## config.mk

```make
export PLATFORM = sky130hd
export DESIGN_NAME = source_tokenizer
export DESIGN_NICKNAME = d
export VERILOG_FILES = /design/src/design/stok_pkg.sv /design/src/design/stok_front.sv /design/src/design/stok_queue.sv /design/src/design/stok_back.sv /design/src/design/source_tokenizer.sv
export SDC_FILE = /design/constraint.sdc
export NUM_CORES = 1
export LEC_CHECK = 0
export BUFFER_PORTS_ARGS = -buffer_cell sky130_fd_sc_hd__buf_2
export CELL_PAD_IN_SITES_DETAIL_PLACEMENT = 0
export CELL_PAD_IN_SITES_GLOBAL_PLACEMENT = 1
export CORE_UTILIZATION = 53
export DETAILED_ROUTE_END_ITERATION = 8
export MAX_ROUTING_LAYER = met4
export PLACE_DENSITY_LB_ADDON = 0.1
export SLEW_MARGIN = 20
export SYNTH_ARGS = -nofsm -noshare
export SYNTH_HDL_FRONTEND = slang
export SYNTH_SLANG_ARGS = --single-unit
```

## constraint.sdc

```tcl
create_clock -name i_clk -period 16 [get_ports i_clk]
set_clock_uncertainty 0.05 [all_clocks]
set_input_delay 3.2 -clock i_clk [delete_from_list [all_inputs] [get_ports i_clk]]
set_output_delay 3.2 -clock i_clk [all_outputs]
set_load 0.03 [all_outputs]
```

## src/design/stok_pkg.sv

```systemverilog
// ----------------------------------------------------------------------------
// stok_pkg
// Shared types and character constants of the source tokenizer.
// ----------------------------------------------------------------------------
package stok_pkg;

    localparam int KIND_W   = 3;
    localparam int OFFSET_W = 32;
    localparam int LENGTH_W = 16;
    localparam int LINE_W   = 24;
    localparam int COLUMN_W = 16;
    localparam int SYMBOL_W = 8;
    localparam int SLOTS    = 3;

    localparam logic [7:0] C_NUL      = 8'h00;
    localparam logic [7:0] C_TAB      = 8'h09;
    localparam logic [7:0] C_NL       = 8'h0A;
    localparam logic [7:0] C_CR       = 8'h0D;
    localparam logic [7:0] C_SPACE    = 8'h20;
    localparam logic [7:0] C_PRINT_LO = 8'h21;
    localparam logic [7:0] C_PRINT_HI = 8'h7E;
    localparam logic [7:0] C_DOT      = 8'h2E;
    localparam logic [7:0] C_USCORE   = 8'h5F;
    localparam logic [7:0] C_ZERO     = 8'h30;
    localparam logic [7:0] C_NINE     = 8'h39;
    localparam logic [7:0] C_LOW_A    = 8'h61;
    localparam logic [7:0] C_LOW_Z    = 8'h7A;
    localparam logic [7:0] C_UP_A     = 8'h41;
    localparam logic [7:0] C_UP_Z     = 8'h5A;

    typedef enum logic [2:0] {
        MODE_IDLE    = 3'd0,
        MODE_IDENT   = 3'd1,
        MODE_INT     = 3'd2,
        MODE_INT_DOT = 3'd3,
        MODE_FLOAT   = 3'd4
    } t_mode;

    typedef enum logic [KIND_W-1:0] {
        KIND_IDENT   = 3'd0,
        KIND_INT     = 3'd1,
        KIND_FLOAT   = 3'd2,
        KIND_SYMBOL  = 3'd3,
        KIND_INVALID = 3'd4
    } t_kind;

    typedef struct packed {
        t_kind                kind;
        logic [OFFSET_W-1:0]  offset;
        logic [LENGTH_W-1:0]  length;
        logic [LINE_W-1:0]    line;
        logic [COLUMN_W-1:0]  column;
        logic [SYMBOL_W-1:0]  symbol;
    } t_token;

    // Slot 0 is the pending token, slot 1 a held-back dot, slot 2 the byte itself.
    typedef struct packed {
        logic [SLOTS-1:0]     valid;
        t_token [SLOTS-1:0]   tok;
    } t_bundle;

    typedef struct packed {
        logic full;
        logic empty;
    } t_queue_status;

endpackage

```

## src/design/stok_front.sv

```systemverilog
// ----------------------------------------------------------------------------
// stok_front
// Scanner: tracks position and token state and pushes each byte's tokens.
// ----------------------------------------------------------------------------
module stok_front #(
    parameter int OFFSET_BITS = 32,
    parameter int LINE_BITS   = 24,
    parameter int COLUMN_BITS = 16,
    parameter int LENGTH_BITS = 16
) (
    input  logic                   i_clk,
    input  logic                   i_rst_n,
    input  logic                   i_valid,
    output logic                   o_ready,
    input  logic [7:0]             i_source_byte,
    input  stok_pkg::t_queue_status i_status,
    output logic                   o_push,
    output stok_pkg::t_bundle      o_bundle
);
    import stok_pkg::*;

    localparam logic [OFFSET_BITS-1:0] OFF_MAX  = '1;
    localparam logic [LINE_BITS-1:0]   LINE_MAX = '1;
    localparam logic [COLUMN_BITS-1:0] COL_MAX  = '1;
    localparam logic [LENGTH_BITS-1:0] LEN_MAX  = '1;

    t_mode                  r_mode, n_mode;
    logic [OFFSET_BITS-1:0] r_off, n_off, r_ts_off, n_ts_off;
    logic [LINE_BITS-1:0]   r_line, n_line, r_ts_line, n_ts_line;
    logic [COLUMN_BITS-1:0] r_col, n_col, r_ts_col, n_ts_col;
    logic [LENGTH_BITS-1:0] r_len, n_len;

    logic accept;

    function automatic logic [OFFSET_BITS-1:0] inc_off(input logic [OFFSET_BITS-1:0] v);
        return (v == OFF_MAX) ? v : v + OFFSET_BITS'(1);
    endfunction
    function automatic logic [LINE_BITS-1:0] inc_line(input logic [LINE_BITS-1:0] v);
        return (v == LINE_MAX) ? v : v + LINE_BITS'(1);
    endfunction
    function automatic logic [COLUMN_BITS-1:0] inc_col(input logic [COLUMN_BITS-1:0] v);
        return (v == COL_MAX) ? v : v + COLUMN_BITS'(1);
    endfunction
    function automatic logic [LENGTH_BITS-1:0] inc_len(input logic [LENGTH_BITS-1:0] v);
        return (v == LEN_MAX) ? v : v + LENGTH_BITS'(1);
    endfunction

    // Counters are masked or zero-extended to the fixed field widths.
    function automatic logic [OFFSET_W-1:0] off_out(input logic [OFFSET_BITS-1:0] v);
        logic [63:0] w;
        w = 64'(v);
        return w[OFFSET_W-1:0];
    endfunction
    function automatic logic [LINE_W-1:0] line_out(input logic [LINE_BITS-1:0] v);
        logic [63:0] w;
        w = 64'(v);
        return w[LINE_W-1:0];
    endfunction
    function automatic logic [COLUMN_W-1:0] col_out(input logic [COLUMN_BITS-1:0] v);
        logic [63:0] w;
        w = 64'(v);
        return w[COLUMN_W-1:0];
    endfunction
    function automatic logic [LENGTH_W-1:0] len_out(input logic [LENGTH_BITS-1:0] v);
        logic [63:0] w;
        w = 64'(v);
        return w[LENGTH_W-1:0];
    endfunction

    assign o_ready = !i_status.full;
    assign accept  = i_valid && o_ready;

    always_comb begin
        logic [7:0]             b;
        logic                   is_digit, is_alpha, fall;
        logic [OFFSET_BITS-1:0] off1;
        logic [COLUMN_BITS-1:0] col1;
        b        = i_source_byte;
        is_digit = b inside {[C_ZERO:C_NINE]};
        is_alpha = b inside {[C_LOW_A:C_LOW_Z], [C_UP_A:C_UP_Z], C_USCORE};
        fall     = 1'b1;
        off1     = r_off;
        col1     = r_col;

        n_mode    = r_mode;
        n_off     = r_off;
        n_line    = r_line;
        n_col     = r_col;
        n_ts_off  = r_ts_off;
        n_ts_line = r_ts_line;
        n_ts_col  = r_ts_col;
        n_len     = r_len;

        o_bundle.valid         = '0;
        o_bundle.tok[0].kind   = KIND_IDENT;
        o_bundle.tok[0].offset = off_out(r_ts_off);
        o_bundle.tok[0].length = len_out(r_len);
        o_bundle.tok[0].line   = line_out(r_ts_line);
        o_bundle.tok[0].column = col_out(r_ts_col);
        o_bundle.tok[0].symbol = '0;
        o_bundle.tok[1].kind   = KIND_SYMBOL;
        o_bundle.tok[1].offset = off_out(r_off);
        o_bundle.tok[1].length = LENGTH_W'(1);
        o_bundle.tok[1].line   = line_out(r_line);
        o_bundle.tok[1].column = col_out(r_col);
        o_bundle.tok[1].symbol = C_DOT;
        o_bundle.tok[2].kind   = KIND_SYMBOL;
        o_bundle.tok[2].length = LENGTH_W'(1);
        o_bundle.tok[2].line   = line_out(r_line);
        o_bundle.tok[2].symbol = '0;

        if (b == C_NUL) begin
            fall = 1'b0;
            case (r_mode)
                MODE_IDENT: begin
                    o_bundle.valid[0] = 1'b1;
                end
                MODE_INT: begin
                    o_bundle.valid[0]    = 1'b1;
                    o_bundle.tok[0].kind = KIND_INT;
                end
                MODE_FLOAT: begin
                    o_bundle.valid[0]    = 1'b1;
                    o_bundle.tok[0].kind = KIND_FLOAT;
                end
                MODE_INT_DOT: begin
                    o_bundle.valid[1:0]  = 2'b11;
                    o_bundle.tok[0].kind = KIND_INT;
                end
                default: begin
                end
            endcase
            n_mode = MODE_IDLE;
            n_off  = '0;
            n_line = LINE_BITS'(1);
            n_col  = COLUMN_BITS'(1);
        end else begin
            case (r_mode)
                MODE_IDENT: begin
                    if (is_alpha || is_digit) begin
                        fall  = 1'b0;
                        n_len = inc_len(r_len);
                        n_off = inc_off(r_off);
                        n_col = inc_col(r_col);
                    end else begin
                        o_bundle.valid[0] = 1'b1;
                    end
                end
                MODE_INT: begin
                    o_bundle.tok[0].kind = KIND_INT;
                    if (is_digit) begin
                        fall  = 1'b0;
                        n_len = inc_len(r_len);
                        n_off = inc_off(r_off);
                        n_col = inc_col(r_col);
                    end else if (b == C_DOT) begin
                        // The dot is held uncounted until the next byte decides.
                        fall   = 1'b0;
                        n_mode = MODE_INT_DOT;
                    end else begin
                        o_bundle.valid[0] = 1'b1;
                    end
                end
                MODE_INT_DOT: begin
                    o_bundle.tok[0].kind = KIND_INT;
                    if (is_digit) begin
                        fall   = 1'b0;
                        n_len  = inc_len(inc_len(r_len));
                        n_off  = inc_off(inc_off(r_off));
                        n_col  = inc_col(inc_col(r_col));
                        n_mode = MODE_FLOAT;
                    end else begin
                        o_bundle.valid[1:0] = 2'b11;
                        off1 = inc_off(r_off);
                        col1 = inc_col(r_col);
                    end
                end
                MODE_FLOAT: begin
                    o_bundle.tok[0].kind = KIND_FLOAT;
                    if (is_digit) begin
                        fall  = 1'b0;
                        n_len = inc_len(r_len);
                        n_off = inc_off(r_off);
                        n_col = inc_col(r_col);
                    end else begin
                        o_bundle.valid[0] = 1'b1;
                    end
                end
                default: begin
                end
            endcase
        end

        o_bundle.tok[2].offset = off_out(off1);
        o_bundle.tok[2].column = col_out(col1);

        if (fall) begin
            n_mode = MODE_IDLE;
            n_off  = inc_off(off1);
            n_col  = inc_col(col1);
            if (b == C_NL) begin
                n_line = inc_line(r_line);
                n_col  = COLUMN_BITS'(1);
            end else if (b == C_SPACE || b == C_TAB || b == C_CR) begin
            end else if (is_alpha || is_digit) begin
                n_mode    = is_alpha ? MODE_IDENT : MODE_INT;
                n_ts_off  = off1;
                n_ts_line = r_line;
                n_ts_col  = col1;
                n_len     = LENGTH_BITS'(1);
            end else if (b inside {[C_PRINT_LO:C_PRINT_HI]}) begin
                o_bundle.valid[2]      = 1'b1;
                o_bundle.tok[2].symbol = b;
            end else begin
                o_bundle.valid[2]    = 1'b1;
                o_bundle.tok[2].kind = KIND_INVALID;
            end
        end
    end

    assign o_push = accept && (o_bundle.valid != '0);

    always_ff @(posedge i_clk) begin
        if (!i_rst_n) begin
            r_mode    <= MODE_IDLE;
            r_off     <= '0;
            r_line    <= LINE_BITS'(1);
            r_col     <= COLUMN_BITS'(1);
            r_ts_off  <= '0;
            r_ts_line <= LINE_BITS'(1);
            r_ts_col  <= COLUMN_BITS'(1);
            r_len     <= '0;
        end else if (accept) begin
            r_mode    <= n_mode;
            r_off     <= n_off;
            r_line    <= n_line;
            r_col     <= n_col;
            r_ts_off  <= n_ts_off;
            r_ts_line <= n_ts_line;
            r_ts_col  <= n_ts_col;
            r_len     <= n_len;
        end
    end

    a_nul_restarts: assert property (@(posedge i_clk) disable iff (!i_rst_n)
        accept && i_source_byte == C_NUL |=> r_off == '0 && r_mode == MODE_IDLE
            && r_line == LINE_BITS'(1) && r_col == COLUMN_BITS'(1))
        else $error("end of source did not restart the position");

    a_dot_has_digits: assert property (@(posedge i_clk) disable iff (!i_rst_n)
        r_mode == MODE_INT_DOT |-> r_len != '0)
        else $error("pending dot without integer digits");

endmodule

```

## src/design/stok_queue.sv

```systemverilog
// ----------------------------------------------------------------------------
// stok_queue
// Small FIFO of per-byte token bundles between scanner and output stage.
// ----------------------------------------------------------------------------
module stok_queue #(
    parameter int DEPTH = 4
) (
    input  logic                    i_clk,
    input  logic                    i_rst_n,
    input  logic                    i_push,
    input  stok_pkg::t_bundle       i_data,
    input  logic                    i_pop,
    output stok_pkg::t_bundle       o_head,
    output stok_pkg::t_queue_status o_status
);
    import stok_pkg::*;

    localparam int PW = (DEPTH > 1) ? $clog2(DEPTH) : 1;
    localparam int CW = $clog2(DEPTH + 1);
    localparam logic [PW-1:0] LAST_PTR = PW'(DEPTH - 1);
    localparam logic [CW-1:0] FULL_CNT = CW'(DEPTH);

    t_bundle       r_mem [DEPTH];
    logic [PW-1:0] r_wr, r_rd;
    logic [CW-1:0] r_cnt;
    logic          do_push, do_pop;

    assign o_status.full  = (r_cnt == FULL_CNT);
    assign o_status.empty = (r_cnt == '0);
    assign o_head         = r_mem[r_rd];
    assign do_push        = i_push && !o_status.full;
    assign do_pop         = i_pop && !o_status.empty;

    always_ff @(posedge i_clk) begin
        if (do_push) begin
            r_mem[r_wr] <= i_data;
        end
    end

    always_ff @(posedge i_clk) begin
        if (!i_rst_n) begin
            r_wr  <= '0;
            r_rd  <= '0;
            r_cnt <= '0;
        end else begin
            if (do_push) begin
                r_wr <= (r_wr == LAST_PTR) ? '0 : r_wr + PW'(1);
            end
            if (do_pop) begin
                r_rd <= (r_rd == LAST_PTR) ? '0 : r_rd + PW'(1);
            end
            r_cnt <= r_cnt + CW'(do_push) - CW'(do_pop);
        end
    end

    a_no_overflow: assert property (@(posedge i_clk) disable iff (!i_rst_n)
        !(i_push && o_status.full))
        else $error("push into a full queue");

    a_no_underflow: assert property (@(posedge i_clk) disable iff (!i_rst_n)
        !(i_pop && o_status.empty))
        else $error("pop from an empty queue");

endmodule

```

## src/design/stok_back.sv

```systemverilog
// ----------------------------------------------------------------------------
// stok_back
// Output stage: serializes the tokens of each bundle into the output register.
// ----------------------------------------------------------------------------
module stok_back (
    input  logic                    i_clk,
    input  logic                    i_rst_n,
    input  stok_pkg::t_bundle       i_head,
    input  stok_pkg::t_queue_status i_status,
    output logic                    o_pop,
    output logic                    o_valid,
    input  logic                    i_ready,
    output stok_pkg::t_token        o_token,
    output logic                    o_last
);
    import stok_pkg::*;

    logic [SLOTS-1:0] r_done, n_done;
    logic             r_valid, n_valid;
    t_token           r_tok, n_tok;
    logic             r_last, n_last;

    logic [SLOTS-1:0] rem, sel;
    logic [1:0]       pick;
    logic             free, load, fin;

    always_comb begin
        rem  = i_status.empty ? '0 : (i_head.valid & ~r_done);
        free = !r_valid || i_ready;
        load = free && (rem != '0);
        if (rem[0]) begin
            pick = 2'd0;
        end else if (rem[1]) begin
            pick = 2'd1;
        end else begin
            pick = 2'd2;
        end
        sel = SLOTS'(1) << pick;
        // The token is the last of its byte when nothing else remains in the bundle.
        fin = ((rem & ~sel) == '0);

        n_valid = free ? (rem != '0) : r_valid;
        n_tok   = r_tok;
        n_last  = r_last;
        n_done  = r_done;
        o_pop   = 1'b0;
        if (load) begin
            n_tok  = i_head.tok[pick];
            n_last = fin;
            if (fin) begin
                n_done = '0;
                o_pop  = 1'b1;
            end else begin
                n_done = r_done | sel;
            end
        end
    end

    always_ff @(posedge i_clk) begin
        r_tok  <= n_tok;
        r_last <= n_last;
    end

    always_ff @(posedge i_clk) begin
        if (!i_rst_n) begin
            r_valid <= 1'b0;
            r_done  <= '0;
        end else begin
            r_valid <= n_valid;
            r_done  <= n_done;
        end
    end

    assign o_valid = r_valid;
    assign o_token = r_tok;
    assign o_last  = r_last;

    a_pop_clears: assert property (@(posedge i_clk) disable iff (!i_rst_n)
        o_pop |=> r_done == '0)
        else $error("slot marks survived a pop");

    a_done_subset: assert property (@(posedge i_clk) disable iff (!i_rst_n)
        !i_status.empty |-> (r_done & ~i_head.valid) == '0)
        else $error("slot mark on an empty slot");

endmodule

```

## src/design/source_tokenizer.sv

```systemverilog
// ----------------------------------------------------------------------------
// source_tokenizer
// Streaming tokenizer: source bytes in, one token word per output handshake.
// ----------------------------------------------------------------------------
// Input channel: i_valid / o_ready with i_source_byte, one byte per word.
// A zero byte ends the source, flushes any pending token and restarts the
// offset, line and column for the next source.
// Output channel: o_valid / i_ready; each word is one token with its kind,
// start offset, length, line, column, symbol byte and o_last_of_run, which
// marks the final token caused by one input byte.
// The scanner takes one byte per cycle while the queue is not full and
// writes the tokens that byte completes (up to three) as one entry of a
// QUEUE_DEPTH-entry queue. The output register drains one token per cycle
// while the receiver is ready, so throughput is one byte per cycle while
// each byte yields at most one token; a byte with more tokens keeps its entry
// until all are loaded. A token passes the queue entry and then the output
// register. When the receiver stalls, the output holds, the queue fills,
// and o_ready drops only once the queue is full.
// Reset clears the scanner state, the queue and the output valid flag at once.
// ----------------------------------------------------------------------------
module source_tokenizer #(
    parameter int OFFSET_BITS = 32,
    parameter int LINE_BITS   = 24,
    parameter int COLUMN_BITS = 16,
    parameter int LENGTH_BITS = 16,
    parameter int QUEUE_DEPTH = 4
) (
    input  logic        i_clk,
    input  logic        i_rst_n,
    input  logic        i_valid,
    output logic        o_ready,
    input  logic [7:0]  i_source_byte,
    output logic        o_valid,
    input  logic        i_ready,
    output logic [2:0]  o_token_kind,
    output logic [31:0] o_start_offset,
    output logic [15:0] o_token_length,
    output logic [23:0] o_start_line,
    output logic [15:0] o_start_column,
    output logic [7:0]  o_symbol_byte,
    output logic        o_last_of_run
);
    import stok_pkg::*;

    t_queue_status w_status;
    t_bundle       w_push_data, w_head;
    logic          w_push, w_pop;
    t_token        w_tok;

    stok_front #(
        .OFFSET_BITS (OFFSET_BITS),
        .LINE_BITS   (LINE_BITS),
        .COLUMN_BITS (COLUMN_BITS),
        .LENGTH_BITS (LENGTH_BITS)
    ) u_front (
        .i_clk         (i_clk),
        .i_rst_n       (i_rst_n),
        .i_valid       (i_valid),
        .o_ready       (o_ready),
        .i_source_byte (i_source_byte),
        .i_status      (w_status),
        .o_push        (w_push),
        .o_bundle      (w_push_data)
    );

    stok_queue #(
        .DEPTH (QUEUE_DEPTH)
    ) u_queue (
        .i_clk    (i_clk),
        .i_rst_n  (i_rst_n),
        .i_push   (w_push),
        .i_data   (w_push_data),
        .i_pop    (w_pop),
        .o_head   (w_head),
        .o_status (w_status)
    );

    stok_back u_back (
        .i_clk    (i_clk),
        .i_rst_n  (i_rst_n),
        .i_head   (w_head),
        .i_status (w_status),
        .o_pop    (w_pop),
        .o_valid  (o_valid),
        .i_ready  (i_ready),
        .o_token  (w_tok),
        .o_last   (o_last_of_run)
    );

    assign o_token_kind   = w_tok.kind;
    assign o_start_offset = w_tok.offset;
    assign o_token_length = w_tok.length;
    assign o_start_line   = w_tok.line;
    assign o_start_column = w_tok.column;
    assign o_symbol_byte  = w_tok.symbol;

endmodule
```

==> results.yml <==
die:
  core_um2: 95300
  io_pins: 114
  rows: 113
  fp.dieW_um: 313
  dieArea_um2: 97800
  die_y_um: 313
  start_util_pct: 53.7
synthesis:
  synth_cell_types: 106
  ys.flop_type: "edfxtp_1"
  synth_edf_count: 992
  syn_area_um2: 51100
  ys_ff_latch: 1168
  ys_async_sr_fraction_pct: 0
  yosysWarnings: 0
  synth_cells: 3633
  synth-seq-area-share_pct: 65.1
  syn_avg_cell_area_um2: 14.1
global_route:
  grt_pass1_wl_um: 203000
  track_usage_pct: 28.5
  grt_max_degree: 132
  grt_pass1_vias: 31827
  gr-total-overflow: 0
  antenna_found_initial: 7
timing:
  fin_ws_ns: 7.73
  setup_viol_count_final: 0
  rsz0062_at_grt: "no"
  fmax_mhz: 121
  relSlewSlack_pct: 25.4
  fin_crit_sh_pct: 51.7
  timing.final.hold_violations: 0
  worstMarginPinSlew_ns: 1.11
  tns_ns: 0
  drv_slew: 0
  whs_ns: 0.415
  fin_crit_ns: 8.27
critical_path:
  rr_endpoint: "u_front.r_off[13]"
  reg2reg_depth: 12
  r2r_start: "u_front.r_off[0]"
  critPathMostFrequentCell: "buf_4"
  crit_path_cell_trace: "buf_2 -> nor4_1 -> a31oi_1 -> o221ai_1 -> o221ai_4 -> buf_4 -> nor3_2 -> o21ai_0 -> or2_2 -> inv_1 -> o21a_1 -> and2_4 -> buf_4 -> buf_4 -> buf_16"
  crit_path_start: "i_source_byte[2]"
  startpoint_type: "input port"
  slowest_stage: "o221ai_1"
  crit_type: "input port to register"
  required_ns: 16.31
  r2r_slack_ns: 9.68
  cp.arrival_ns: 8.58
  endpoint_kind: "register"
  crit_path_max_incr_delay_ns: 0.76
  path_max_fanout: 52
finish:
  nNetsFinal: 3712
  multi_input_area_um2: 16800
  drive_above_1_share_pct: 17.7
  final_area_um2: 56800
  seq_area_um2: 33300
  stdcell_count: 5051
  fillCellCount: 7436
  syn_to_final_growth_pct: 11.1
  final_core_util_pct: 59.6
placed_design:
  gp_congestion: 0.904
  dp.cells: 4828
  place_area_um2: 52900
  dp_slack_ns: 6.89
  port_buffers: 113
  hpwl_um: 83400
drt:
  drcViolationCount: 0
  viasPerCell: 6.37
  wire_per_inst_um: 26.7
  dr.first_iter.drc_count: 3399
  wl_um: 135000
  ant_nets: 0
  dr_total_vias: 32199
  detail_route.first_pass.iterations: 6
clock_tree:
  cts_buffers: 116
  clk_pin_slew_worst_paths_ns: 0.06
  cts_hold_buf: 0
  cts-root-buf: "clkbuf_16"
  cts_tree: "done"
  numClockSinks: 1168
  cts.htree.levels: 3
  cts_setup_buffers: 0
  clkLatencyLatePin_ns: 0.72
  cts_buffer_depth: 3
  cts.repair.resized: 0
pwr:
  clkPwrFrac_pct: 28.6
  ir_drop_v: 0.000196
  power_mw: 9.51
  p_int_mw: 6.37
  seq_power_share_pct: 43.7
  leakagePower_nw: 18.4
  switching_share_pct: 33.0
  switching_power_mw: 3.14
  combPwrFrac_pct: 27.7
  p_per_area_nw_per_um2: 167
min_path:
  min_from: "u_back.r_done[0]"
  hold_path_end: "u_back.r_done[0]"
  hp-class: "register to register"
  min_path_cells: 2
run_status:
  status: "complete, no violations"
flow_run:
  maxCapViolCount: 0
[metal layers]
metal	track usage, %	vias to the layer above	share of wire, %
met1	41.1	16455	44
met4	6.29	0	1.8
li1	-	14318	-
met2	43.7	1238	47
met3	3.54	188	6.9
met5	-	-	0
[cell families after synthesis]
kind of cell    Yosys count  synth area share [%]
flops                  1168                  65.1
mux                     296                  11.3
other cells               1               0.00733
xor+xnor                103                  1.76
simple gates           1132                  11.1
compound gates          626                  7.99
buf+inv                 290                  2.32
fa+ha+maj                17                 0.431
[power groups by stage]
| stage | clock network (mW) | logic [mW] | registers [mW] |
|---|---|---|---|
| floorplan | 0 | 1.54 | 4.48 |
| global placement | 0 | 2.62 | 4.21 |
| detailed placement | 0 | 2.65 | 4.23 |
| CTS | 2.77 | 2.66 | 4.17 |
| global route | 2.89 | 2.82 | 4.20 |
| finish | 2.72 | 2.63 | 4.16 |
[registers in the layout, summed over array words and instances, names as in the netlist, 3 cells and up, named ones only]
register and flops:
u_queue.r_mem 892, u_back.o_token 99, u_front.r_off 32, u_front.r_ts_off 32, u_front.r_line 24, u_front.r_ts_line 24
u_front.r_col 16, u_front.r_len 16, u_front.r_ts_col 16, u_back.r_done 3, u_front.r_mode 3, u_queue.r_cnt 3
[Yosys cell counts, types with 30 or more instances]
master / count / area share [%]
a211oi_1: 30 / 0.44
a21oi_1: 147 / 1.4
a22oi_1: 39 / 0.57
a31oi_1: 44 / 0.54
and2_1: 67 / 0.82
and3_1: 33 / 0.40
clkbuf_1: 183 / 1.3
dfxtp_1: 176 / 6.9
edfxtp_1: 992 / 58
inv_1: 50 / 0.37
mux2i_1: 45 / 0.88
mux4_2: 221 / 9.7
nand2_1: 353 / 2.6
nand3_1: 87 / 0.85
nand4_1: 57 / 0.70
nor2_1: 242 / 1.8
nor3_1: 76 / 0.74
nor4_1: 44 / 0.54
o21ai_0: 158 / 1.5
xnor2_1: 66 / 1.1
xor2_1: 37 / 0.63
[final cells by class]
cell class / count / area share (%)
timing repair buffer: 167 / 1.86
antenna: 2 / 0.00881
tap: 1265 / 2.79
multi-input combinational: 2178 / 29.5
clock inverter: 59 / 1.15
sequential: 1168 / 58.7
inverter: 52 / 0.348
clock buffer: 160 / 5.66
[critical path, delay by kind of cell]
family | cells | cell delay [ns]
buffers and inverters | 6 | 2.19
AO/OA/AOI/OAI | 5 | 1.56
AND/OR/NAND/NOR | 4 | 1.50
[worst max path at each step]
stage | endpoint | slack, ns | depth (start not counted)
global route | u_queue.r_mem[3][69] | 7.39 | 15
floorplan | u_queue.r_cnt[2] | 2.76 | 12
finish | u_queue.r_mem[3][69] | 7.73 | 15
global placement | u_queue.r_mem[3][134] | 7.09 | 14
CTS | u_queue.r_mem[3][143] | 7.61 | 14
detailed placement | u_queue.r_mem[3][61] | 6.89 | 14
[cell usage in the layout (no fill, tap or decap), types with 47 or more instances in the layout]
master and n:
edfxtp_1 992, nand2_1 352, nor2_1 237, mux4_2 221, dfxtp_1 174, o21ai_0 158, a21oi_1 146, clkbuf_16 116
buf_2 113, nand3_1 86, nor3_1 75, xnor2_1 65, and2_1 62, nand4_1 57, inv_1 50, buf_4 47
No activity file was read; power rests on OpenSTA's default activity.
